--- config.mk ---
export PLATFORM = sky130hd
export DESIGN_NAME = i2c_eeprom_transaction_sequencer_core
export DESIGN_NICKNAME = d
export VERILOG_FILES = /design/src/design/i2cseq_pkg.sv /design/src/design/i2cseq_ctrl.sv /design/src/design/i2c_eeprom_transaction_sequencer_core.sv
export SDC_FILE = /design/constraint.sdc
export NUM_CORES = 1
export LEC_CHECK = 0
export ABC_AREA = 1
export BUFFER_PORTS_ARGS = -buffer_cell sky130_fd_sc_hd__buf_2
export CORE_ASPECT_RATIO = 1.2
export CORE_MARGIN = 1
export CORE_UTILIZATION = 40
export DETAILED_ROUTE_END_ITERATION = 12
export HOLD_SLACK_MARGIN = 0.12
export PLACE_DENSITY_LB_ADDON = 0.08
export REMOVE_ABC_BUFFERS = 1
export SYNTH_ARGS = -nofsm -noshare
export SYNTH_HDL_FRONTEND = slang
export SYNTH_SLANG_ARGS = --single-unit
--- constraint.sdc ---
create_clock -name aclk -period 4.4 [get_ports aclk]
set_input_delay 0.44 -clock aclk [delete_from_list [all_inputs] [get_ports aclk]]
set_output_delay 0.44 -clock aclk [all_outputs]
set_load 0.03 [all_outputs]
--- src/design/i2cseq_pkg.sv ---
// Shared types and constants for the I2C serial EEPROM transaction sequencer.
// Used by i2cseq_ctrl and i2c_eeprom_transaction_sequencer_core; no dependencies.
`default_nettype none

package i2cseq_pkg;

    // Page buffer geometry.
    localparam int BUFFER_BYTES = 32;
    localparam int BUF_IDX_W    = $clog2(BUFFER_BYTES);
    localparam int LEN_W        = 6;
    localparam logic [LEN_W-1:0] BUFFER_BYTES_LEN = LEN_W'(BUFFER_BYTES);

    // Input commands.
    typedef enum logic [1:0] {
        CMD_BEGIN_WRITE = 2'd0,
        CMD_BEGIN_READ  = 2'd1,
        CMD_LOAD        = 2'd2,
        CMD_STATUS      = 2'd3
    } cmd_t;

    // Status events reported by the bus engine.
    typedef enum logic [3:0] {
        ST_START      = 4'd0,
        ST_REPSTART   = 4'd1,
        ST_ADDRW_ACK  = 4'd2,
        ST_ADDRW_NACK = 4'd3,
        ST_TX_ACK     = 4'd4,
        ST_TX_NACK    = 4'd5,
        ST_ADDRR_ACK  = 4'd6,
        ST_ADDRR_NACK = 4'd7,
        ST_RX_ACK     = 4'd8,
        ST_RX_NACK    = 4'd9,
        ST_OTHER      = 4'd10
    } bus_status_t;

    // Bus actions requested from the engine.
    typedef enum logic [2:0] {
        ACT_NONE    = 3'd0,
        ACT_START   = 3'd1,
        ACT_SEND    = 3'd2,
        ACT_RD_ACK  = 3'd3,
        ACT_RD_NACK = 3'd4,
        ACT_STOP    = 3'd5
    } action_t;

    // Completion status for a successful transaction.
    localparam logic [3:0] STATUS_OK = 4'd0;

    // Sequencer phases, one-hot.
    typedef enum logic [9:0] {
        PH_IDLE    = 10'b00_0000_0001,
        PH_W_START = 10'b00_0000_0010,
        PH_W_SLA   = 10'b00_0000_0100,
        PH_ADDR_HI = 10'b00_0000_1000,
        PH_ADDR_LO = 10'b00_0001_0000,
        PH_DATA    = 10'b00_0010_0000,
        PH_R_START = 10'b00_0100_0000,
        PH_R_SLA   = 10'b00_1000_0000,
        PH_RX_ACK  = 10'b01_0000_0000,
        PH_RX_NACK = 10'b10_0000_0000
    } phase_t;

    // One input transaction.
    typedef struct packed {
        logic [1:0]       command;
        logic [15:0]      mem_address;
        logic [LEN_W-1:0] transfer_length;
        logic [7:0]       write_data;
        logic [4:0]       buffer_index;
        logic [3:0]       bus_status;
        logic [7:0]       received_byte;
    } in_item_t;

    // One result transaction.
    typedef struct packed {
        logic [2:0] bus_action;
        logic [7:0] bus_byte;
        logic       read_valid;
        logic [7:0] read_data;
        logic [4:0] read_index;
        logic       done_res;
        logic [3:0] status;
    } out_item_t;

    // What the controller makes of one input transaction.
    typedef struct packed {
        logic      has_result;
        out_item_t item;
    } step_t;

endpackage

`default_nettype wire

--- src/design/i2cseq_ctrl.sv ---
// Phase machine, transfer counters and page buffer of the EEPROM sequencer.
// Depends on i2cseq_pkg.
`default_nettype none

module i2cseq_ctrl
    import i2cseq_pkg::*;
(
    input  wire logic     aclk,
    input  wire logic     aresetn,
    input  wire logic     item_advance,
    input  wire in_item_t item,
    input  wire logic [6:0] device_address,
    output step_t         step
);

    phase_t                    phase_reg, phase_next;
    logic                      is_read_reg, is_read_next;
    logic [15:0]               target_address_reg, target_address_next;
    logic [LEN_W-1:0]          bytes_left_reg, bytes_left_next;
    logic [BUF_IDX_W-1:0]      byte_position_reg, byte_position_next;
    logic [7:0]                page_buffer_reg [BUFFER_BYTES];

    logic                      do_fail;
    logic                      do_next_data;
    logic                      do_next_read;
    logic [LEN_W-1:0]          read_left;
    logic [3:0]                capped_status;
    logic [LEN_W-1:0]          sat_len;

    // Next state and result for the transaction in the input register.
    always_comb begin
        step                = '0;
        phase_next          = phase_reg;
        is_read_next        = is_read_reg;
        target_address_next = target_address_reg;
        bytes_left_next     = bytes_left_reg;
        byte_position_next  = byte_position_reg;
        do_fail             = 1'b0;
        do_next_data        = 1'b0;
        do_next_read        = 1'b0;
        read_left           = bytes_left_reg;

        capped_status = (item.bus_status > ST_OTHER) ? ST_OTHER : item.bus_status;
        sat_len = (item.transfer_length > BUFFER_BYTES_LEN) ? BUFFER_BYTES_LEN
                                                            : item.transfer_length;

        unique case (item.command)
            CMD_BEGIN_WRITE, CMD_BEGIN_READ: begin
                // A begin while busy is dropped without a result.
                if (phase_reg == PH_IDLE) begin
                    is_read_next        = (item.command == CMD_BEGIN_READ);
                    target_address_next = item.mem_address;
                    byte_position_next  = '0;
                    if (item.command == CMD_BEGIN_READ && sat_len == '0) begin
                        bytes_left_next = LEN_W'(1);
                    end else begin
                        bytes_left_next = sat_len;
                    end
                    step.has_result      = 1'b1;
                    step.item.bus_action = ACT_START;
                    phase_next           = PH_W_START;
                end
            end
            CMD_LOAD: begin
                // The buffer write happens in the clocked block below.
            end
            CMD_STATUS: begin
                unique case (phase_reg)
                    PH_W_START: begin
                        if (item.bus_status == ST_START || item.bus_status == ST_REPSTART) begin
                            step.has_result      = 1'b1;
                            step.item.bus_action = ACT_SEND;
                            step.item.bus_byte   = {device_address, 1'b0};
                            phase_next           = PH_W_SLA;
                        end else begin
                            do_fail = 1'b1;
                        end
                    end
                    PH_W_SLA: begin
                        // Address nack: poll the device with another start.
                        if (item.bus_status == ST_ADDRW_NACK) begin
                            step.has_result      = 1'b1;
                            step.item.bus_action = ACT_START;
                            phase_next           = PH_W_START;
                        end else if (item.bus_status == ST_ADDRW_ACK) begin
                            step.has_result      = 1'b1;
                            step.item.bus_action = ACT_SEND;
                            step.item.bus_byte   = target_address_reg[15:8];
                            phase_next           = PH_ADDR_HI;
                        end else begin
                            do_fail = 1'b1;
                        end
                    end
                    PH_ADDR_HI: begin
                        if (item.bus_status == ST_TX_ACK) begin
                            step.has_result      = 1'b1;
                            step.item.bus_action = ACT_SEND;
                            step.item.bus_byte   = target_address_reg[7:0];
                            phase_next           = PH_ADDR_LO;
                        end else begin
                            do_fail = 1'b1;
                        end
                    end
                    PH_ADDR_LO: begin
                        if (item.bus_status != ST_TX_ACK) begin
                            do_fail = 1'b1;
                        end else if (is_read_reg) begin
                            step.has_result      = 1'b1;
                            step.item.bus_action = ACT_START;
                            phase_next           = PH_R_START;
                        end else begin
                            do_next_data = 1'b1;
                        end
                    end
                    PH_DATA: begin
                        if (item.bus_status == ST_TX_ACK) begin
                            do_next_data = 1'b1;
                        end else begin
                            do_fail = 1'b1;
                        end
                    end
                    PH_R_START: begin
                        if (item.bus_status == ST_REPSTART) begin
                            step.has_result      = 1'b1;
                            step.item.bus_action = ACT_SEND;
                            step.item.bus_byte   = {device_address, 1'b1};
                            phase_next           = PH_R_SLA;
                        end else begin
                            do_fail = 1'b1;
                        end
                    end
                    PH_R_SLA: begin
                        if (item.bus_status == ST_ADDRR_ACK) begin
                            do_next_read = 1'b1;
                        end else begin
                            do_fail = 1'b1;
                        end
                    end
                    PH_RX_ACK: begin
                        if (item.bus_status == ST_RX_ACK) begin
                            step.item.read_valid = 1'b1;
                            step.item.read_data  = item.received_byte;
                            step.item.read_index = byte_position_reg;
                            byte_position_next   = byte_position_reg + 1'b1;
                            if (bytes_left_reg != '0) begin
                                read_left = bytes_left_reg - 1'b1;
                            end
                            bytes_left_next = read_left;
                            do_next_read    = 1'b1;
                        end else begin
                            do_fail = 1'b1;
                        end
                    end
                    PH_RX_NACK: begin
                        if (item.bus_status == ST_RX_NACK) begin
                            step.has_result      = 1'b1;
                            step.item.read_valid = 1'b1;
                            step.item.read_data  = item.received_byte;
                            step.item.read_index = byte_position_reg;
                            step.item.bus_action = ACT_STOP;
                            step.item.done_res   = 1'b1;
                            step.item.status     = STATUS_OK;
                            byte_position_next   = byte_position_reg + 1'b1;
                            bytes_left_next      = '0;
                            phase_next           = PH_IDLE;
                        end else begin
                            do_fail = 1'b1;
                        end
                    end
                    default: begin
                        // Idle: a status event is ignored.
                    end
                endcase
            end
            default: begin
            end
        endcase

        // Next data byte of a write, or the closing stop when none are left.
        if (do_next_data) begin
            step.has_result = 1'b1;
            if (bytes_left_reg == '0) begin
                step.item.bus_action = ACT_STOP;
                step.item.done_res   = 1'b1;
                step.item.status     = STATUS_OK;
                phase_next           = PH_IDLE;
            end else begin
                step.item.bus_action = ACT_SEND;
                step.item.bus_byte   = page_buffer_reg[byte_position_reg];
                byte_position_next   = byte_position_reg + 1'b1;
                bytes_left_next      = bytes_left_reg - 1'b1;
                phase_next           = PH_DATA;
            end
        end

        // Next read: the last byte is read with a nack.
        if (do_next_read) begin
            step.has_result = 1'b1;
            if (read_left > LEN_W'(1)) begin
                step.item.bus_action = ACT_RD_ACK;
                phase_next           = PH_RX_ACK;
            end else begin
                step.item.bus_action = ACT_RD_NACK;
                phase_next           = PH_RX_NACK;
            end
        end

        // Unexpected status: stop with the error code.
        if (do_fail) begin
            step.has_result      = 1'b1;
            step.item.bus_action = ACT_STOP;
            step.item.bus_byte   = '0;
            step.item.done_res   = 1'b1;
            step.item.status     = capped_status + 4'd1;
            phase_next           = PH_IDLE;
        end
    end

    // Control state.
    always_ff @(posedge aclk) begin
        if (!aresetn) begin
            phase_reg          <= PH_IDLE;
            is_read_reg        <= 1'b0;
            target_address_reg <= '0;
            bytes_left_reg     <= '0;
            byte_position_reg  <= '0;
        end else if (item_advance) begin
            phase_reg          <= phase_next;
            is_read_reg        <= is_read_next;
            target_address_reg <= target_address_next;
            bytes_left_reg     <= bytes_left_next;
            byte_position_reg  <= byte_position_next;
        end
    end

    // Page buffer loads.
    always_ff @(posedge aclk) begin
        if (item_advance && item.command == CMD_LOAD) begin
            page_buffer_reg[item.buffer_index[BUF_IDX_W-1:0]] <= item.write_data;
        end
    end

endmodule

`default_nettype wire

--- src/design/i2c_eeprom_transaction_sequencer_core.sv ---
// Top level of the I2C serial EEPROM transaction sequencer.
// Depends on i2cseq_pkg and i2cseq_ctrl.
//
//   Channel  Handshake             Payload       Direction
//   s_       s_valid / s_ready     s_item        in  (commands, bus status)
//   m_       m_valid / m_ready     m_item        out (bus actions, read bytes)
//   cfg_     cfg_valid / cfg_ready cfg_data      in  (device address)
//
// Each transaction is registered on acceptance and decided in the next cycle;
// its result then passes through the result register before it is valid.
// One transaction per cycle is sustained unless a result is stalled at m_.
// Reset returns the sequencer to idle and the device address to 0x50.
// A stalled result holds the input register, which then stalls s_ready.
`default_nettype none

module i2c_eeprom_transaction_sequencer_core
    import i2cseq_pkg::*;
(
    input  wire logic       aclk,
    input  wire logic       aresetn,
    input  wire logic       s_valid,
    output logic            s_ready,
    input  wire in_item_t   s_item,
    output logic            m_valid,
    input  wire logic       m_ready,
    output out_item_t       m_item,
    input  wire logic       cfg_valid,
    output logic            cfg_ready,
    input  wire logic [6:0] cfg_data
);

    logic       in_valid_reg;
    in_item_t   in_item_reg;
    logic       out_valid_reg;
    out_item_t  out_item_reg;
    logic [6:0] device_address_reg;
    logic       in_advance;
    logic       out_free;
    step_t      step;

    // Stage handshakes.
    assign out_free   = !out_valid_reg || m_ready;
    assign in_advance = in_valid_reg && (!step.has_result || out_free);
    assign s_ready    = !in_valid_reg || in_advance;
    assign cfg_ready  = 1'b1;
    assign m_valid    = out_valid_reg;
    assign m_item     = out_item_reg;

    // Device address register.
    always_ff @(posedge aclk) begin
        if (!aresetn) begin
            device_address_reg <= 7'd80;
        end else if (cfg_valid) begin
            device_address_reg <= cfg_data;
        end
    end

    // Input register.
    always_ff @(posedge aclk) begin
        if (!aresetn) begin
            in_valid_reg <= 1'b0;
        end else if (s_ready) begin
            in_valid_reg <= s_valid;
        end
    end

    always_ff @(posedge aclk) begin
        if (s_valid && s_ready) begin
            in_item_reg <= s_item;
        end
    end

    // Sequencer logic.
    i2cseq_ctrl u_ctrl (
        .aclk           (aclk),
        .aresetn        (aresetn),
        .item_advance   (in_advance),
        .item           (in_item_reg),
        .device_address (device_address_reg),
        .step           (step)
    );

    // Result register.
    always_ff @(posedge aclk) begin
        if (!aresetn) begin
            out_valid_reg <= 1'b0;
        end else if (out_free) begin
            out_valid_reg <= in_advance && step.has_result;
        end
    end

    always_ff @(posedge aclk) begin
        if (out_free && in_advance && step.has_result) begin
            out_item_reg <= step.item;
        end
    end

`ifndef SYNTHESIS
    // A waiting result is never overwritten.
    assert property (@(posedge aclk) disable iff (!aresetn)
        (out_valid_reg && !m_ready) |-> !(in_advance && step.has_result))
        else $error("result register overwritten while stalled");

    // Completion is only reported with a stop.
    assert property (@(posedge aclk) disable iff (!aresetn)
        (m_valid && m_item.done_res) |-> (m_item.bus_action == ACT_STOP))
        else $error("done without stop action");

    // A received byte travels with a read or the closing stop.
    assert property (@(posedge aclk) disable iff (!aresetn)
        (m_valid && m_item.read_valid) |->
            (m_item.bus_action == ACT_RD_ACK || m_item.bus_action == ACT_RD_NACK ||
             m_item.bus_action == ACT_STOP))
        else $error("read byte with unexpected action");

    // The input register only refuses when it holds an undelivered transaction.
    assert property (@(posedge aclk) disable iff (!aresetn)
        !s_ready |-> (in_valid_reg && step.has_result && out_valid_reg))
        else $error("input stalled without cause");
`endif

endmodule

`default_nettype wire
# After elaboration in Yosys (flattened, before gate mapping)
# Memories as Yosys holds them, arrays and structs flattened. A register that Yosys moved wholly into a read port is not among the register bits.
# Cells that the tools add are included.
[word_totals] regBits=126 ram_bits=256 input_bits=61 output_inout_bits=33 elab_cells=170 memories=1
[memory_table] memory="u_ctrl.page_buffer_reg" depth=32 width=8 read_ports=1 rd_clocked_by_memory_dff=1 wr=1 line="i2cseq_ctrl.sv:21" rtl="logic [7:0] page_buffer_reg [BUFFER_BYTES];"
[classes] add_sub_neg=3 order_cmp=3 eq_ne=30 n_mux=87 reduce_logical=24
[op_table] operator="$mux 10" n=13
[op_table] operator="$mux 12" n=6
[op_table] operator="$mux 6" n=11
[op_table] operator="$pmux 10 s6" n=1
[op_table] operator="$mux 5" n=10
[op_table] operator="$mux 4" n=8
[op_table] operator="$pmux 8 s4" n=1
[op_table] operator="$ne 6x2->1 const B" n=5
[op_table] operator="$pmux 14 s2" n=1
[op_table] operator="$mux 27" n=1
[op_table] operator="$pmux 4 s6" n=1
[op_table] operator="$pmux 6 s2" n=2
[op_table] operator="$pmux 10 s2" n=1
[op_table] operator="$pmux 5 s2" n=2
[op_table] operator="$mux 1" n=19
[op_table] operator="$mux 19" n=1
[op_table] operator="$mux 8" n=2
[op_table] operator="$mux 14" n=1
[op_table] operator="$logic_not 6->1" n=2
[op_table] operator="$reduce_and 11->1" n=1
[op_table] operator="$eq 10x1->1 const B" n=1
[op_table] operator="$eq 10x10->1 const B" n=1
[op_table] operator="$eq 10x2->1 const B" n=1
[op_table] operator="$eq 10x3->1 const B" n=1
[op_table] operator="36 further kinds" n=54

# Depth between registers and ports, before layout
# Gate-level depths: netlist (run 1).
[depth] word_depth=15 mapped_depth=18 ltp_nobuf=17

# By module
# Synthesis (run 1) repeated with hierarchy kept, for this count alone.
[hier_totals] cells_unflattened=1538 hier_area_um2=16777.3
[modules_own_cells] module="i2cseq_ctrl" instances=1 cells_each=1408 area_per_inst_um2=14036.0 seq_area_each_um2=8548.2
[modules_own_cells] module="i2c_eeprom_transaction_sequencer_core" instances=1 cells_each=130 area_per_inst_um2=2741.4 seq_area_each_um2=2552.4

# Worst setup path before layout (run 1)
# Ideal clock, no wire load.
[synth_timing] path_type="flip-flop to flip-flop" start="register in_item_reg[8] (netlist name)" end="register out_item_reg (netlist bit m_item[0]) (enable)" setup_ps=417 arrival_time_ps=2973 required_time_ps=3983 setup_slack_ps=1010 path_stages_with_launch=13 path_buffers=1 synth_period_minus_slack_ps=3390 path_cell_list="edfxtp_1 inv_1 nand2_1 nor2_2 inv_1 nand2_1 nand3_2 a21oi_2 nand2_2 nand2_4 nand2_2 buf_6 nor2_1"
[synth_via] elab_chain_cells=13 elab_cells_between_ends=46 cone_classes="eq/ne: 8; mux: 31; reduce/logical: 7"
[synth_lines] element="start: declaration" line="i2c_eeprom_transaction_sequencer_core.sv:33" rtl="in_item_t in_item_reg;"
[synth_lines] element="start signal: assignment" line="i2c_eeprom_transaction_sequencer_core.sv:69" rtl="in_item_reg <= s_item;"
[synth_lines] element="$eq 4x2->1, or another cell as far along" line="i2cseq_ctrl.sv:85" rtl="end else if (item.bus_status == ST_ADDRW_ACK) begin"
[synth_lines] element="$mux 12 or $logic_or 1x1->1 (tied branches)" line="i2cseq_ctrl.sv:85, i2cseq_ctrl.sv:70"
[synth_lines] element="$mux 4 or $mux 12 (tied branches)" line="i2cseq_ctrl.sv:81, i2cseq_ctrl.sv:70"
[synth_lines] element="$pmux 4 s6" line="i2cseq_ctrl.sv:68" rtl="unique case (phase_reg)"
[synth_lines] element="$pmux 4 s2" line="i2cseq_ctrl.sv:47" rtl="unique case (item.command)"
[synth_lines] element="$mux 12" line="i2cseq_ctrl.sv:180" rtl="if (do_next_data) begin"
[synth_lines] element="$mux 4" line="i2cseq_ctrl.sv:197" rtl="if (do_next_read) begin"
[synth_lines] element="$mux 12 (*)" line="i2cseq_ctrl.sv:209" rtl="if (do_fail) begin"
[synth_lines] element="$logic_not 1->1" line="i2c_eeprom_transaction_sequencer_core.sv:43" rtl="assign in_advance = in_valid_reg && (!step.has_result || out_free);"
[synth_lines] element="$logic_or 1x1->1" line="i2c_eeprom_transaction_sequencer_core.sv:43"
[synth_lines] element="$logic_and 1x1->1" line="i2c_eeprom_transaction_sequencer_core.sv:43"
[synth_lines] element="$logic_and 1x1->1" line="i2c_eeprom_transaction_sequencer_core.sv:93" rtl="if (out_free && in_advance && step.has_result) begin"
[synth_lines] element="$logic_and 1x1->1 (*)" line="i2c_eeprom_transaction_sequencer_core.sv:93"
[synth_lines] element="end signal: assignment" line="i2c_eeprom_transaction_sequencer_core.sv:94" rtl="out_item_reg <= step.item;"
[synth_lines] element="end: declaration" line="i2c_eeprom_transaction_sequencer_core.sv:35" rtl="out_item_t out_item_reg;"
# Mark *: on every way between the ends. The rest lies on a longest branch, timed or not.
# A chain may end at the register's enable or synchronous reset.

# Worst setup path in the final report (run 1)
[layout_timing] start="register in_item_reg[8] (netlist name)" end="output s_ready"
[layout_via] elab_chain_cells=12 elab_cells_between_ends=45 cone_classes="eq/ne: 8; mux: 31; reduce/logical: 6"
[layout_lines] element="$eq 4x2->1, or another cell as far along" line="i2cseq_ctrl.sv:85"
[layout_lines] element="$mux 12 or $logic_or 1x1->1 (tied branches)" line="i2cseq_ctrl.sv:85, i2cseq_ctrl.sv:70"
[layout_lines] element="$mux 4 or $mux 12 (tied branches)" line="i2cseq_ctrl.sv:81, i2cseq_ctrl.sv:70"
[layout_lines] element="$pmux 4 s6" line="i2cseq_ctrl.sv:68"
[layout_lines] element="$pmux 4 s2" line="i2cseq_ctrl.sv:47"
[layout_lines] element="$mux 12" line="i2cseq_ctrl.sv:180"
[layout_lines] element="$mux 4" line="i2cseq_ctrl.sv:197"
[layout_lines] element="$mux 12 (*)" line="i2cseq_ctrl.sv:209"
[layout_lines] element="$logic_not 1->1 (*)" line="i2c_eeprom_transaction_sequencer_core.sv:43"
[layout_lines] element="$logic_or 1x1->1 (*)" line="i2c_eeprom_transaction_sequencer_core.sv:43"
[layout_lines] element="$logic_and 1x1->1 (*)" line="i2c_eeprom_transaction_sequencer_core.sv:43"
[layout_lines] element="$logic_or 1x1->1 (*)" line="i2c_eeprom_transaction_sequencer_core.sv:44" rtl="assign s_ready = !in_valid_reg || in_advance;"
[layout_lines] element="end: declaration" line="i2c_eeprom_transaction_sequencer_core.sv:22" rtl="output logic s_ready,"
# Marks and branches as above.

==> impl_metrics.sql, run 1 <==
INSERT INTO impl_metrics (metric_group, metric, value, unit) VALUES
('run_status', 'status', 'finished, final reports clean', ''),
('setup_path', 'required', '3.96', 'ns'),
('setup_path', 'critical_path.startpoint_type', 'register', ''),
('setup_path', 'worstPathArrival', '3.05', 'ns'),
('layout', 'final_nets', '1755', ''),
('synth', 'dominantRegCellSynth', 'sky130_fd_sc_hd__edfxtp_1', ''),
('power', 'fin_total_pwr', '8180', 'µW'),
('setup_path', 'setup.worst_path.end_class', 'primary output', ''),
('floorplanning', 'die-area', '42300', 'µm²'),
('global_routing', 'maximum_number_of_pins_on_one_net_before_global_route_repair', '90', ''),
('global_routing', 'grt_pass1_vias', '12000', ''),
('cts', 'clock_tree_root', 'sky130_fd_sc_hd__clkbuf_16', ''),
('setup_path', 'critPathKind', 'register to primary output', ''),
('setup_path', 'r2r-end', 'u_ctrl.page_buffer_reg[12][0]', ''),
('setup_path', 'worst_path_fanout_max', '9', ''),
('cts', 'clockBufferDepth', '3', ''),
('global_routing', 'grt_use_total', '0.225', ''),
('global_routing', 'first_pass_grt_wire_length', '71400', 'µm'),
('synth', 'synth.largest_area_cell', 'sky130_fd_sc_hd__edfxtp_1', ''),
('setup_path', 'r2r_cells', '13', ''),
('global_routing', 'overall_overflow_remaining_after_global_route', '0', ''),
('power', 'worst_ir_drop_vdd', '0.000282', 'V'),
('timing', 'timing.final.crit_period', '3.49', 'ns'),
('route', 'drcViolationCount', '0', ''),
('floorplanning', 'start_util', '0.406', ''),
('cts', 'postCtsSetupRepairBufs', '0', ''),
('cts', 'clock_latency', '0.55', 'ns'),
('power', 'power.density_cell_area', '422', 'nW/µm²'),
('setup_path', 'cpMaxStageDelayCell', 'sky130_fd_sc_hd__edfxtp_1', ''),
('cts', 'cts_max_level', '2', ''),
('placed_design', 'gpl_congestion', '0.941', ''),
('setup_path', 'critical_path_buf_inv_count', '3', ''),
('route', 'totalWireLength', '47200', 'µm'),
('cts', 'cts_tree', 'built', ''),
('worst_hold_path', 'hp-class', 'input pin to register', ''),
('floorplanning', 'std_cell_core_area', '40800', 'µm²'),
('layout', 'layout-area-overhead-vs-synth', '16.9', '%'),
('setup_path', 'ordered_list_of_cells_on_the_worst_path', 'inv_1 -> nand2_1 -> nor2_2 -> inv_1 -> nand2_1 -> nand3_2 -> nand2_2 -> nand2_1 -> nor2_1 -> nor2_1 -> nand2_1 -> buf_2', ''),
('floorplanning', 'die_y', '225', 'µm'),
('timing', 'worst-slew-pin-transition', '0.893', 'ns'),
('timing', 'whs', '0.140', 'ns'),
('layout', 'drive_gt1_frac', '0.121', ''),
('timing', 'max_slew_violation_count', '0', ''),
('layout', 'finish.cell_count_without_fillers', '2260', ''),
('synth', 'syn-instance-count', '1554', ''),
('layout', 'antenna_cells', '0', ''),
('layout', 'largest_register_ff_count', '256', ''),
('synth', 'synth_area_per_cell', '10.7', 'µm²'),
('cts', 'cts.reportedPaths.clkPinSlew', '0.06', 'ns'),
('worst_hold_path', 'min_delay_path_depth', '3', ''),
('timing', 'setup_viol', '0', ''),
('route', 'drt_iter0_markers', '1047', ''),
('placed_design', 'dp_hpwl', '31100', 'µm'),
('route', 'route.detailed.vias_per_inst', '5.31', ''),
('worst_hold_path', 'origin_of_the_worst_min_delay_path', 'cfg_data[0]', ''),
('route', 'antenna_violating_nets_post_route', '0', ''),
('setup_path', 'critical-path-max-stage-delay', '0.47', 'ns'),
('placed_design', 'placedCellCount', '2134', ''),
('worst_hold_path', 'holdPathEnd', 'device_address_reg[0]', ''),
('flow_run', 'maxCapViolCount', '0', ''),
('timing', 'finalSetupTns', '0', 'ns'),
('synth', 'ys_seq_elements', '387', ''),
('floorplanning', 'die_width', '188', 'µm'),
('timing', 'timing.final.crit_share', '0.793', ''),
('setup_path', 'cell_family_contributing_the_most_delay_on_the_critical_path', 'simple AND/OR/NAND/NOR gates', ''),
('timing', 'clock.fmax', '287', 'MHz'),
('floorplanning', 'number_of_ports_placed_on_the_die_boundary', '94', ''),
('timing', 'grt_setup_unrepaired', 'false', ''),
('route', 'route.detailed.wl_per_inst', '20.9', 'µm'),
('synth', 'synth_seq_area_share', '0.669', ''),
('power', 'p_leak', '0.00717', 'µW');
[layout make-up]
| class | instances | area (µm²) |
|---|---|---|
| Tap cell | 539 | 674 |
| Clock inverter | 18 | 135 |
| Clock buffer | 56 | 1120 |
| Inverter | 111 | 418 |
| Timing Repair Buffer | 165 | 1150 |
| Fill cell | 3816 | 21500 |
| Sequential cell | 387 | 11100 |
| Multi-Input combinational cell | 984 | 4780 |
[worst min-delay path, cell delays in order]
cell,delay [ns]
sky130_fd_sc_hd__buf_2,0.08
sky130_fd_sc_hd__nor2_1,0.04
sky130_fd_sc_hd__nor2_1,0.08
[through the flow]
step | util | area [µm²] | setup slack (ns)
6_report | 0.475 | 19400 | 0.911
5_1_grt | 0.475 | 19400 | 0.608
3_3_place_gp | 0.431 | 17600 | 1.09
4_1_cts | 0.475 | 19400 | 0.925
3_5_place_dp | 0.431 | 17600 | 1.00
2_1_floorplan | - | 16300 | -0.932
[logic make-up after synthesis]
kind of cell,after synthesis,share of synthesized area
AO/OA/AOI/OAI,300,0.110
XOR/XNOR,5,0.00264
adder cells (fa/ha/maj),5,0.00377
buffers and inverters,183,0.0430
flip-flops,387,0.669
other,1,0.000226
AND/OR/NAND/NOR,673,0.171
[routing by layer]
layer / track usage / wire length (µm)
met1: 0.280 / 20200
met2: 0.398 / 23800
met3: 0.0280 / 1600
met4: 0.0860 / 1640
met5: 0 / 0
[synth_stat cells, types with 5 or more instances]
library cell	count
sky130_fd_sc_hd__o221ai_1	51
sky130_fd_sc_hd__edfxtp_1	335
sky130_fd_sc_hd__a21oi_1	24
sky130_fd_sc_hd__buf_2	6
sky130_fd_sc_hd__nand3_1	85
sky130_fd_sc_hd__a22oi_1	6
sky130_fd_sc_hd__o22ai_1	18
sky130_fd_sc_hd__o211ai_1	16
sky130_fd_sc_hd__clkbuf_1	60
sky130_fd_sc_hd__nor2_2	8
sky130_fd_sc_hd__dfxtp_1	52
sky130_fd_sc_hd__inv_1	106
sky130_fd_sc_hd__nand4_1	21
sky130_fd_sc_hd__o21ai_0	168
sky130_fd_sc_hd__nor2_1	312
sky130_fd_sc_hd__ha_1	5
sky130_fd_sc_hd__a32o_1	8
sky130_fd_sc_hd__nand2_2	7
sky130_fd_sc_hd__nand2_1	215
sky130_fd_sc_hd__nand2_4	5
sky130_fd_sc_hd__nor3_1	7
[power by group]
group	internal [µW]	switching, µW	total [µW]
registers	4100	60.1	4160
logic	212	553	765
clock network	1850	1400	3250
total	6170	2010	8180
[worst max-delay path by stage]
| stage | from | to | slack [ns] | cells past startpoint |
|---|---|---|---|---|
| floorplan | register | m_item[20] | -0.93 | 8 |
| global placement | in_item_reg[8] | u_ctrl.page_buffer_reg[23][0] | 1.09 | 13 |
| detailed placement | in_item_reg[8] | u_ctrl.page_buffer_reg[24][4] | 1.00 | 13 |
| CTS | in_item_reg[8] | s_ready | 0.93 | 12 |
| global route | in_item_reg[8] | s_ready | 0.61 | 12 |
| finish | in_item_reg[8] | s_ready | 0.91 | 12 |
[layout by cell type (no fill, tap or decap), drive strengths merged, types with 3 or more instances in the layout]
cell type	n
edfxtp	335
clkbuf	56
ha	5
nand3	89
o21ai	170
clkinvlp	4
clkinv	15
o22ai	18
a22oi	6
a32o	8
o211ai	16
dlygate4sd3	52
nand4	21
nand2	227
buf	113
nor3	7
dfxtp	52
xor2	4
nor4	3
nor2	322
a21oi	25
inv	109
o221ai	51
[repair_timing]
action,4_1_cts,5_1_grt
resized for setup,0,0
hold buffers,52,0
setup endpoints to repair,0,0
hold endpoints to repair,52,0
Power figures use the tool's default switching activity.
==> run 2: changes to the inputs <==
==> constraint.sdc (replaced) <==
create_clock -name aclk -period 2.85 [get_ports aclk]
set_input_delay 0.285 -clock aclk [delete_from_list [all_inputs] [get_ports aclk]]
set_output_delay 0.285 -clock aclk [all_outputs]
set_load 0.03 [all_outputs]
==> run 2 against run 1 <==
Non-clock buffer count up 169; clock skew up 0.0078 ns; the run now ends with negative setup slack left; critical path depth up 5; final cell count up 7.7%; sequential power up 55%; core utilization up 4.6 points; highest routed layer unchanged; register-to-register slack worse by 0.97 ns; critical path type unchanged; critical endpoint unchanged.
==> impl_metrics.sql, run 2 (synthesis gave the netlist of run 1 again) <==
INSERT INTO impl_metrics (metric_group, metric, value, unit) VALUES
('run_status', 'status', 'complete, but fails checks', ''),
('run_status', 'violations_in_the_final_reports', 'negative setup slack', ''),
('setup_path', 'setup.worst_path.end_class', 'primary output', ''),
('layout', 'drive_gt1_frac', '0.220', ''),
('timing', 'grt_setup_unrepaired', 'true', ''),
('timing', 'timing.final.crit_period', '2.95', 'ns'),
('cts', 'cts.reportedPaths.clkPinSlew', '0.06', 'ns'),
('power', 'fin_total_pwr', '13200', 'µW'),
('timing', 'setup_viol', '33', ''),
('layout', 'antenna_cells', '0', ''),
('floorplanning', 'number_of_ports_placed_on_the_die_boundary', '94', ''),
('setup_path', 'critPathKind', 'register to primary output', ''),
('layout', 'layout_commonest_cell', 'sky130_fd_sc_hd__edfxtp_1', ''),
('layout', 'finish.cell_count_without_fillers', '2435', ''),
('global_routing', 'first_pass_grt_wire_length', '76000', 'µm'),
('timing', 'fin_worst_skew', '0.0260', 'ns'),
('layout', 'layout-area-overhead-vs-synth', '28.2', '%'),
('timing', 'setup_slack', '-0.102', 'ns'),
('power', 'p_leak', '0.00815', 'µW'),
('cts', 'clock_latency', '0.58', 'ns'),
('layout', 'largest_register_ff_count', '256', ''),
('global_routing', 'grt_antenna_before_repair', '0', ''),
('setup_path', 'worst_path_fanout_max', '5', ''),
('setup_path', 'critical-path-max-stage-delay', '0.34', 'ns'),
('power', 'power.density_cell_area', '621', 'nW/µm²'),
('cts', 'cts_buffers', '43', ''),
('timing', 'clock.fmax', '339', 'MHz'),
('floorplanning', 'die_y', '225', 'µm'),
('placed_design', 'port-buffer-count', '92', ''),
('cts', 'cts_tree', 'built', ''),
('route', 'drt_iter0_markers', '938', ''),
('global_routing', 'maximum_number_of_pins_on_one_net_before_global_route_repair', '129', ''),
('route', 'totalWireLength', '51300', 'µm'),
('cts', 'cts.sinks', '387', ''),
('setup_path', 'cpMaxStageDelayCell', 'sky130_fd_sc_hd__dfxtp_2', ''),
('timing', 'max_slew_violation_count', '0', ''),
('route', 'route.detailed.wl_per_inst', '21.1', 'µm'),
('cts', 'cts_max_level', '2', ''),
('setup_path', 'critical_path_buf_inv_count', '5', ''),
('layout', 'leading_cell_types_in_the_layout_fill_and_taps_excluded', '335 x sky130_fd_sc_hd__edfxtp_1, 281 x sky130_fd_sc_hd__nor2_1, 203 x sky130_fd_sc_hd__nand2_1, 165 x sky130_fd_sc_hd__o21ai_0, 146 x sky130_fd_sc_hd__buf_4', ''),
('timing', 'worst-slew-pin-transition', '0.846', 'ns'),
('placed_design', 'placedCellCount', '2259', ''),
('placed_design', 'dp_hpwl', '33900', 'µm'),
('cts', 'clock_tree_root', 'sky130_fd_sc_hd__clkbuf_16', ''),
('placed_design', 'place_ws', '-0.147', 'ns'),
('placed_design', 'gpl_congestion', '0.908', ''),
('global_routing', 'grt_pass1_vias', '13000', ''),
('worst_hold_path', 'hp-class', 'input pin to register', ''),
('setup_path', 'ordered_list_of_cells_on_the_worst_path', 'nor2_4 -> nand2_4 -> buf_6 -> nor2_4 -> buf_6 -> nand2_4 -> nand2_4 -> nor2_4 -> nand2_2 -> nand2_2 -> o21ai_2 -> nor2_4 -> buf_6 -> nor2_4 -> nand2_2 -> buf_6 -> buf_6', ''),
('floorplanning', 'std_cell_core_area', '40800', 'µm²'),
('timing', 'slew-limit-headroom', '0.436', ''),
('timing', 'timing.final.crit_share', '1.04', ''),
('setup_path', 'critical_path.startpoint_type', 'register', ''),
('floorplanning', 'std_cell_rows', '81', ''),
('layout', 'final_nets', '1928', ''),
('setup_path', 'worstPathArrival', '2.67', 'ns'),
('setup_path', 'cell_family_contributing_the_most_delay_on_the_critical_path', 'simple AND/OR/NAND/NOR gates', ''),
('timing', 'final-hold-violation-count', '0', ''),
('setup_path', 'required', '2.57', 'ns'),
('setup_path', 'reg2reg_slack', '-0.01', 'ns'),
('route', 'via_total_after_detailed_routing', '12800', ''),
('flow_run', 'maxCapViolCount', '0', ''),
('timing', 'finalSetupTns', '-0.351', 'ns'),
('layout', 'fill_cells', '3686', ''),
('power', 'worst_ir_drop_vdd', '0.000456', 'V'),
('floorplanning', 'start_util', '0.406', ''),
('global_routing', 'overall_overflow_remaining_after_global_route', '0', ''),
('route', 'first_pass_iters', '5', ''),
('route', 'antenna_violating_nets_post_route', '0', ''),
('floorplanning', 'die_width', '188', 'µm'),
('route', 'drcViolationCount', '0', ''),
('cts', 'clockBufferDepth', '3', ''),
('floorplanning', 'die-area', '42300', 'µm²'),
('route', 'route.detailed.vias_per_inst', '5.27', ''),
('global_routing', 'grt_use_total', '0.241', '');
==> run 2: changes by cell type in the layout (fill, tap and decap cells not counted), moves of 6 or more <==
cell,before,now
sky130_fd_sc_hd__clkbuf_16,42,48
sky130_fd_sc_hd__nor2_4,2,18
sky130_fd_sc_hd__dlygate4sd3_1,52,64
sky130_fd_sc_hd__nand2_4,5,11
sky130_fd_sc_hd__clkinv_1,5,11
sky130_fd_sc_hd__buf_6,0,22
sky130_fd_sc_hd__nor2_1,311,281
sky130_fd_sc_hd__nand2_1,215,203
sky130_fd_sc_hd__buf_4,20,146
sky130_fd_sc_hd__nor2_2,8,23
==> run 2: per-layer routing <==
| metal | vias to the layer above | share of wire | track usage |
|---|---|---|---|
| li1 | 6113 | - | - |
| met1 | 6328 | 0.40 | 0.285 |
| met2 | 322 | 0.53 | 0.448 |
| met3 | 78 | 0.040 | 0.0333 |
| met4 | 0 | 0.029 | 0.0784 |
| met5 | - | 0 | 0 |
==> run 2: worst min-delay path, cell delays in order <==
cell and delay [ns]:
sky130_fd_sc_hd__buf_2 0.12, sky130_fd_sc_hd__clkinv_1 0.23, sky130_fd_sc_hd__nor2_1 0.08
==> run 2: what timing repair did <==
action / 4_1_cts / 5_1_grt
pin swaps: 15 / 20
gates resized for setup: 37 / 78
setup endpoints to repair: 87 / 337
hold buffers: 64 / 0
gates cloned: 0 / 6
endpoints found under the hold margin: 57 / 0
buffers inserted: 25 / 6
==> run 2: path summary, 6_finish.rpt <==
check,from,to,cells past startpoint
worst min-delay path,aresetn,u_ctrl.bytes_left_reg[3],3
worst max-delay path,u_ctrl.phase_reg[3],s_ready,17
worst max register to register,in_item_reg[8],u_ctrl.page_buffer_reg[0][5],16
worst min register to register,device_address_reg[4],device_address_reg[4],2
==> run 2: per-stage QoR <==
step	utilization	hold slack, ns	instance area, µm²
floorplan	-	0.369	16300
global placement	0.456	0.446	18600
detailed placement	0.456	0.449	18600
CTS	0.511	0.167	20900
global route	0.521	0.187	21300
finish	0.521	0.198	21300
==> run 2: layout make-up <==
class / count / area [µm²] / share of cell area
flip-flops and latches: 387 / 11100 / 0.522
multi-input cells: 985 / 5060 / 0.238
well taps: 539 / 674 / 0.0317
repair buffers: 334 / 2680 / 0.126
clock buffers: 60 / 1180 / 0.0555
inverters: 111 / 434 / 0.0204
clock inverters: 19 / 126 / 0.00594
==> run 2: power by group <==
group	internal [µW]	leakage, µW	switching (µW)
registers	6340	0.00347	111
logic	576	0.00405	955
clock network	2980	0.000638	2230
==> run 3: changes to the inputs <==
--- a/config.mk
+++ b/config.mk
@@ -5,11 +5,11 @@
 export SDC_FILE = /design/constraint.sdc
 export NUM_CORES = 1
 export LEC_CHECK = 0
-export ABC_AREA = 1
 export BUFFER_PORTS_ARGS = -buffer_cell sky130_fd_sc_hd__buf_2
 export CORE_ASPECT_RATIO = 1.2
 export CORE_MARGIN = 1
 export CORE_UTILIZATION = 40
+export CTS_CLUSTER_SIZE = 14
 export DETAILED_ROUTE_END_ITERATION = 12
 export HOLD_SLACK_MARGIN = 0.12
 export PLACE_DENSITY_LB_ADDON = 0.08
==> run 3 against run 2 <==
The run still ends with negative setup slack left; setup slack lost 0.46 ns; sequential power shrank 2%; via count is 22% lower; die area shrank 2.9%; critical path type is now register to register; largest cell class unchanged; wire length is 17% lower; final cell count is 24% lower; count of clock-buffer cells in the layout down 6; clock power is 4% lower; sequential cell count stayed put; maximum frequency is 14% lower; synthesized cell count decreased by 36%; first-iteration DRC count down 20%.
==> impl_metrics.sql, run 3 <==
INSERT INTO impl_metrics (metric_group, metric, value, unit) VALUES
('run_status', 'status', 'complete, but fails checks', ''),
('run_status', 'violations_in_the_final_reports', 'negative setup slack', ''),
('synth', 'synth_most_common_cell', 'sky130_fd_sc_hd__edfxtp_1', ''),
('setup_path', 'critical_path.startpoint_type', 'register', ''),
('cts', 'cts.reportedPaths.clkPinSlew', '0.06', 'ns'),
('layout', 'antenna_cells', '0', ''),
('cts', 'cts.sinks', '387', ''),
('route', 'antenna_violating_nets_post_route', '0', ''),
('layout', 'layout_commonest_cell', 'sky130_fd_sc_hd__edfxtp_1', ''),
('cts', 'cts_max_level', '2', ''),
('power', 'fin_total_pwr', '12000', 'µW'),
('layout', 'layout-area-overhead-vs-synth', '29.2', '%'),
('synth', 'synth_seq_area_share', '0.689', ''),
('cts', 'clock_latency', '0.56', 'ns'),
('route', 'route.detailed.wl_per_inst', '23.0', 'µm'),
('layout', 'leading_cell_types_in_the_layout_fill_and_taps_excluded', '335 x sky130_fd_sc_hd__edfxtp_1, 137 x sky130_fd_sc_hd__buf_4, 91 x sky130_fd_sc_hd__buf_2, 80 x sky130_fd_sc_hd__mux4_2, 60 x sky130_fd_sc_hd__dlygate4sd3_1', ''),
('synth', 'number_of_enable_type_register_cells_in_the_synthesized_netlist', '335', ''),
('setup_path', 'cpMaxStageDelayCell', 'sky130_fd_sc_hd__or4b_4', ''),
('setup_path', 'ordered_list_of_cells_on_the_worst_path', 'buf_4 -> or4b_4 -> a221oi_4 -> a2111o_1 -> o21ai_4 -> o41a_1 -> or4b_4 -> buf_12 -> nor2_4 -> buf_6', ''),
('setup_path', 'critical-path-max-stage-delay', '0.56', 'ns'),
('flow_run', 'maxCapViolCount', '0', ''),
('layout', 'final_nets', '1361', ''),
('synth', 'synth.cells.most_frequent', '335 x sky130_fd_sc_hd__edfxtp_1, 80 x sky130_fd_sc_hd__mux4_2, 64 x sky130_fd_sc_hd__nor2_1, 52 x sky130_fd_sc_hd__dfxtp_1, 41 x sky130_fd_sc_hd__nand2_1', ''),
('synth', 'synth.top_cells.by_area', 'sky130_fd_sc_hd__edfxtp_1 62%, sky130_fd_sc_hd__mux4_2 11%, sky130_fd_sc_hd__dfxtp_1 6.5%', ''),
('route', 'drt_iter0_markers', '755', ''),
('global_routing', 'grt_use_total', '0.214', ''),
('timing', 'slew-limit-headroom', '0.571', ''),
('synth', 'ys_seq_elements', '387', ''),
('timing', 'grt_setup_unrepaired', 'true', ''),
('power', 'power.density_cell_area', '577', 'nW/µm²'),
('setup_path', 'path_common_cell', 'sky130_fd_sc_hd__or4b_4', ''),
('worst_hold_path', 'hp-class', 'input pin to register', ''),
('placed_design', 'gpl_congestion', '0.921', ''),
('global_routing', 'first_pass_grt_wire_length', '64800', 'µm'),
('timing', 'finalSetupTns', '-76.01', 'ns'),
('global_routing', 'overall_overflow_remaining_after_global_route', '0', ''),
('floorplanning', 'start_util', '0.405', ''),
('setup_path', 'required', '3.11', 'ns'),
('route', 'via_total_after_detailed_routing', '10000', ''),
('synth', 'synth.largest_area_cell', 'sky130_fd_sc_hd__edfxtp_1', ''),
('setup_path', 'setup.worst_path.end_class', 'register', ''),
('timing', 'timing.final.crit_share', '1.20', ''),
('route', 'first_pass_iters', '5', ''),
('floorplanning', 'die_width', '185', 'µm'),
('timing', 'final-hold-violation-count', '0', ''),
('floorplanning', 'std_cell_rows', '80', ''),
('timing', 'timing.final.crit_period', '3.41', 'ns'),
('synth', 'syn-instance-count', '994', ''),
('layout', 'cell_area_after_layout', '20800', 'µm²'),
('setup_path', 'crit-reg2reg-launch', 'in_item_reg[10]', ''),
('layout', 'final_util', '0.524', ''),
('layout', 'multiInputGateArea', '5120', 'µm²'),
('timing', 'clock.fmax', '293', 'MHz'),
('placed_design', 'place_ws', '-0.493', 'ns'),
('synth', 'post_synth_instance_area', '16100', 'µm²'),
('floorplanning', 'std_cell_core_area', '39700', 'µm²'),
('setup_path', 'worst_path_fanout_max', '8', ''),
('timing', 'worst-slew-pin-transition', '0.640', 'ns'),
('floorplanning', 'die_y', '222', 'µm'),
('layout', 'drive_gt1_frac', '0.366', ''),
('synth', 'synth_area_per_cell', '16.2', 'µm²'),
('cts', 'clock_tree_root', 'sky130_fd_sc_hd__clkbuf_16', ''),
('route', 'drcViolationCount', '0', ''),
('floorplanning', 'number_of_ports_placed_on_the_die_boundary', '94', ''),
('synth', 'synth_warnings', '0', ''),
('synth', 'synth_top_area_share', '0.624', ''),
('timing', 'max_slew_violation_count', '0', ''),
('setup_path', 'critPathKind', 'register to register', ''),
('setup_path', 'worstPathArrival', '3.68', 'ns'),
('cts', 'clockBufferDepth', '3', ''),
('route', 'route.detailed.vias_per_inst', '5.39', ''),
('layout', 'fill_cells', '3340', ''),
('cts', 'cts_tree', 'built', ''),
('synth', 'post_synth_num_cell_types', '83', ''),
('power', 'worst_ir_drop_vdd', '0.000516', 'V'),
('timing', 'fin_worst_skew', '0.0159', 'ns'),
('setup_path', 'cp-startpoint', 'in_item_reg[10]', ''),
('cts', 'cts_buffers', '42', ''),
('global_routing', 'grt_antenna_before_repair', '0', ''),
('route', 'totalWireLength', '42800', 'µm'),
('global_routing', 'grt_pass1_vias', '10700', ''),
('layout', 'largest_register_ff_count', '256', ''),
('placed_design', 'port-buffer-count', '92', ''),
('layout', 'sequential_cell_area', '11100', 'µm²'),
('placed_design', 'dp_hpwl', '28700', 'µm'),
('timing', 'setup_slack', '-0.565', 'ns'),
('worst_hold_path', 'origin_of_the_worst_min_delay_path', 'cfg_valid', ''),
('power', 'p_leak', '0.00695', 'µW'),
('timing', 'setup_viol', '365', ''),
('synth', 'synth_async_sr_flop_share', '0', ''),
('synth', 'dominantRegCellSynth', 'sky130_fd_sc_hd__edfxtp_1', ''),
('floorplanning', 'die-area', '41100', 'µm²'),
('placed_design', 'dpl-instance-area', '18100', 'µm²'),
('global_routing', 'maximum_number_of_pins_on_one_net_before_global_route_repair', '49', '');
run 3: per-stage QoR:
stage | hold WS, ns | std cells
finish | 0.156 | 1857
global route | 0.154 | 1857
detailed placement | 0.463 | 1695
CTS | 0.122 | 1844
floorplan | 0.347 | 929
global placement | 0.459 | 1695
run 3: worst paths after layout:
path / end / slack (ns) / depth (start not counted)
max: u_ctrl.page_buffer_reg[28][2] / -0.56 / 10
min: device_address_reg[0] / 0.16 / 3
max reg2reg: u_ctrl.page_buffer_reg[28][2] / -0.56 / 10
min reg2reg: u_ctrl.target_address_reg[9] / 0.48 / 2
run 3: layout make-up:
class | count | share of cell area
flip-flops and latches | 387 | 0.534
repair buffers | 322 | 0.126
multi-input cells | 531 | 0.246
well taps | 533 | 0.0320
clock buffers | 54 | 0.0546
inverters | 11 | 0.00198
clock inverters | 19 | 0.00595
run 3: report_power, final:
| group | internal [µW] | switching [µW] | leakage [µW] | total (µW) |
|---|---|---|---|---|
| logic | 291 | 400 | 0.00284 | 691 |
| clock network | 2900 | 2140 | 0.000618 | 5030 |
| registers | 6240 | 60.8 | 0.00349 | 6300 |
| total | 9420 | 2600 | 0.00695 | 12000 |
run 3: per-layer routing:
metal | share of wire | up-vias | global-route usage
met5 | 0 | - | 0
met4 | 0.038 | 0 | 0.0976
met3 | 0.034 | 86 | 0.0294
met2 | 0.51 | 247 | 0.362
met1 | 0.42 | 5065 | 0.272
li1 | - | 4617 | -
run 3: logic make-up after synthesis:
family          count (synthesis)  synth area share
flops                         387             0.689
xor+xnor                        4           0.00217
mux                            97             0.122
buf+inv                        76            0.0206
compound gates                162            0.0730
simple gates                  262            0.0887
fa+ha+maj                       5           0.00388
other cells                     1          0.000233
run 3: worst max-delay path, delay by kind of cell (launching register included):
| family | cells | cell delay [ns] |
|---|---|---|
| AOI/OAI and AO/OA | 4 | 1.01 |
| buffers and inverters | 3 | 0.50 |
| DFF | 1 | 0.43 |
| and+or+nand+nor | 3 | 1.16 |
run 3: timing repair:
action,CTS,global route
hold buffers,60,0
buffers inserted,16,12
endpoints found under the hold margin,59,0
gates cloned,0,2
pin swaps,27,16
resized for setup,90,34
endpoints found under the setup margin,377,379
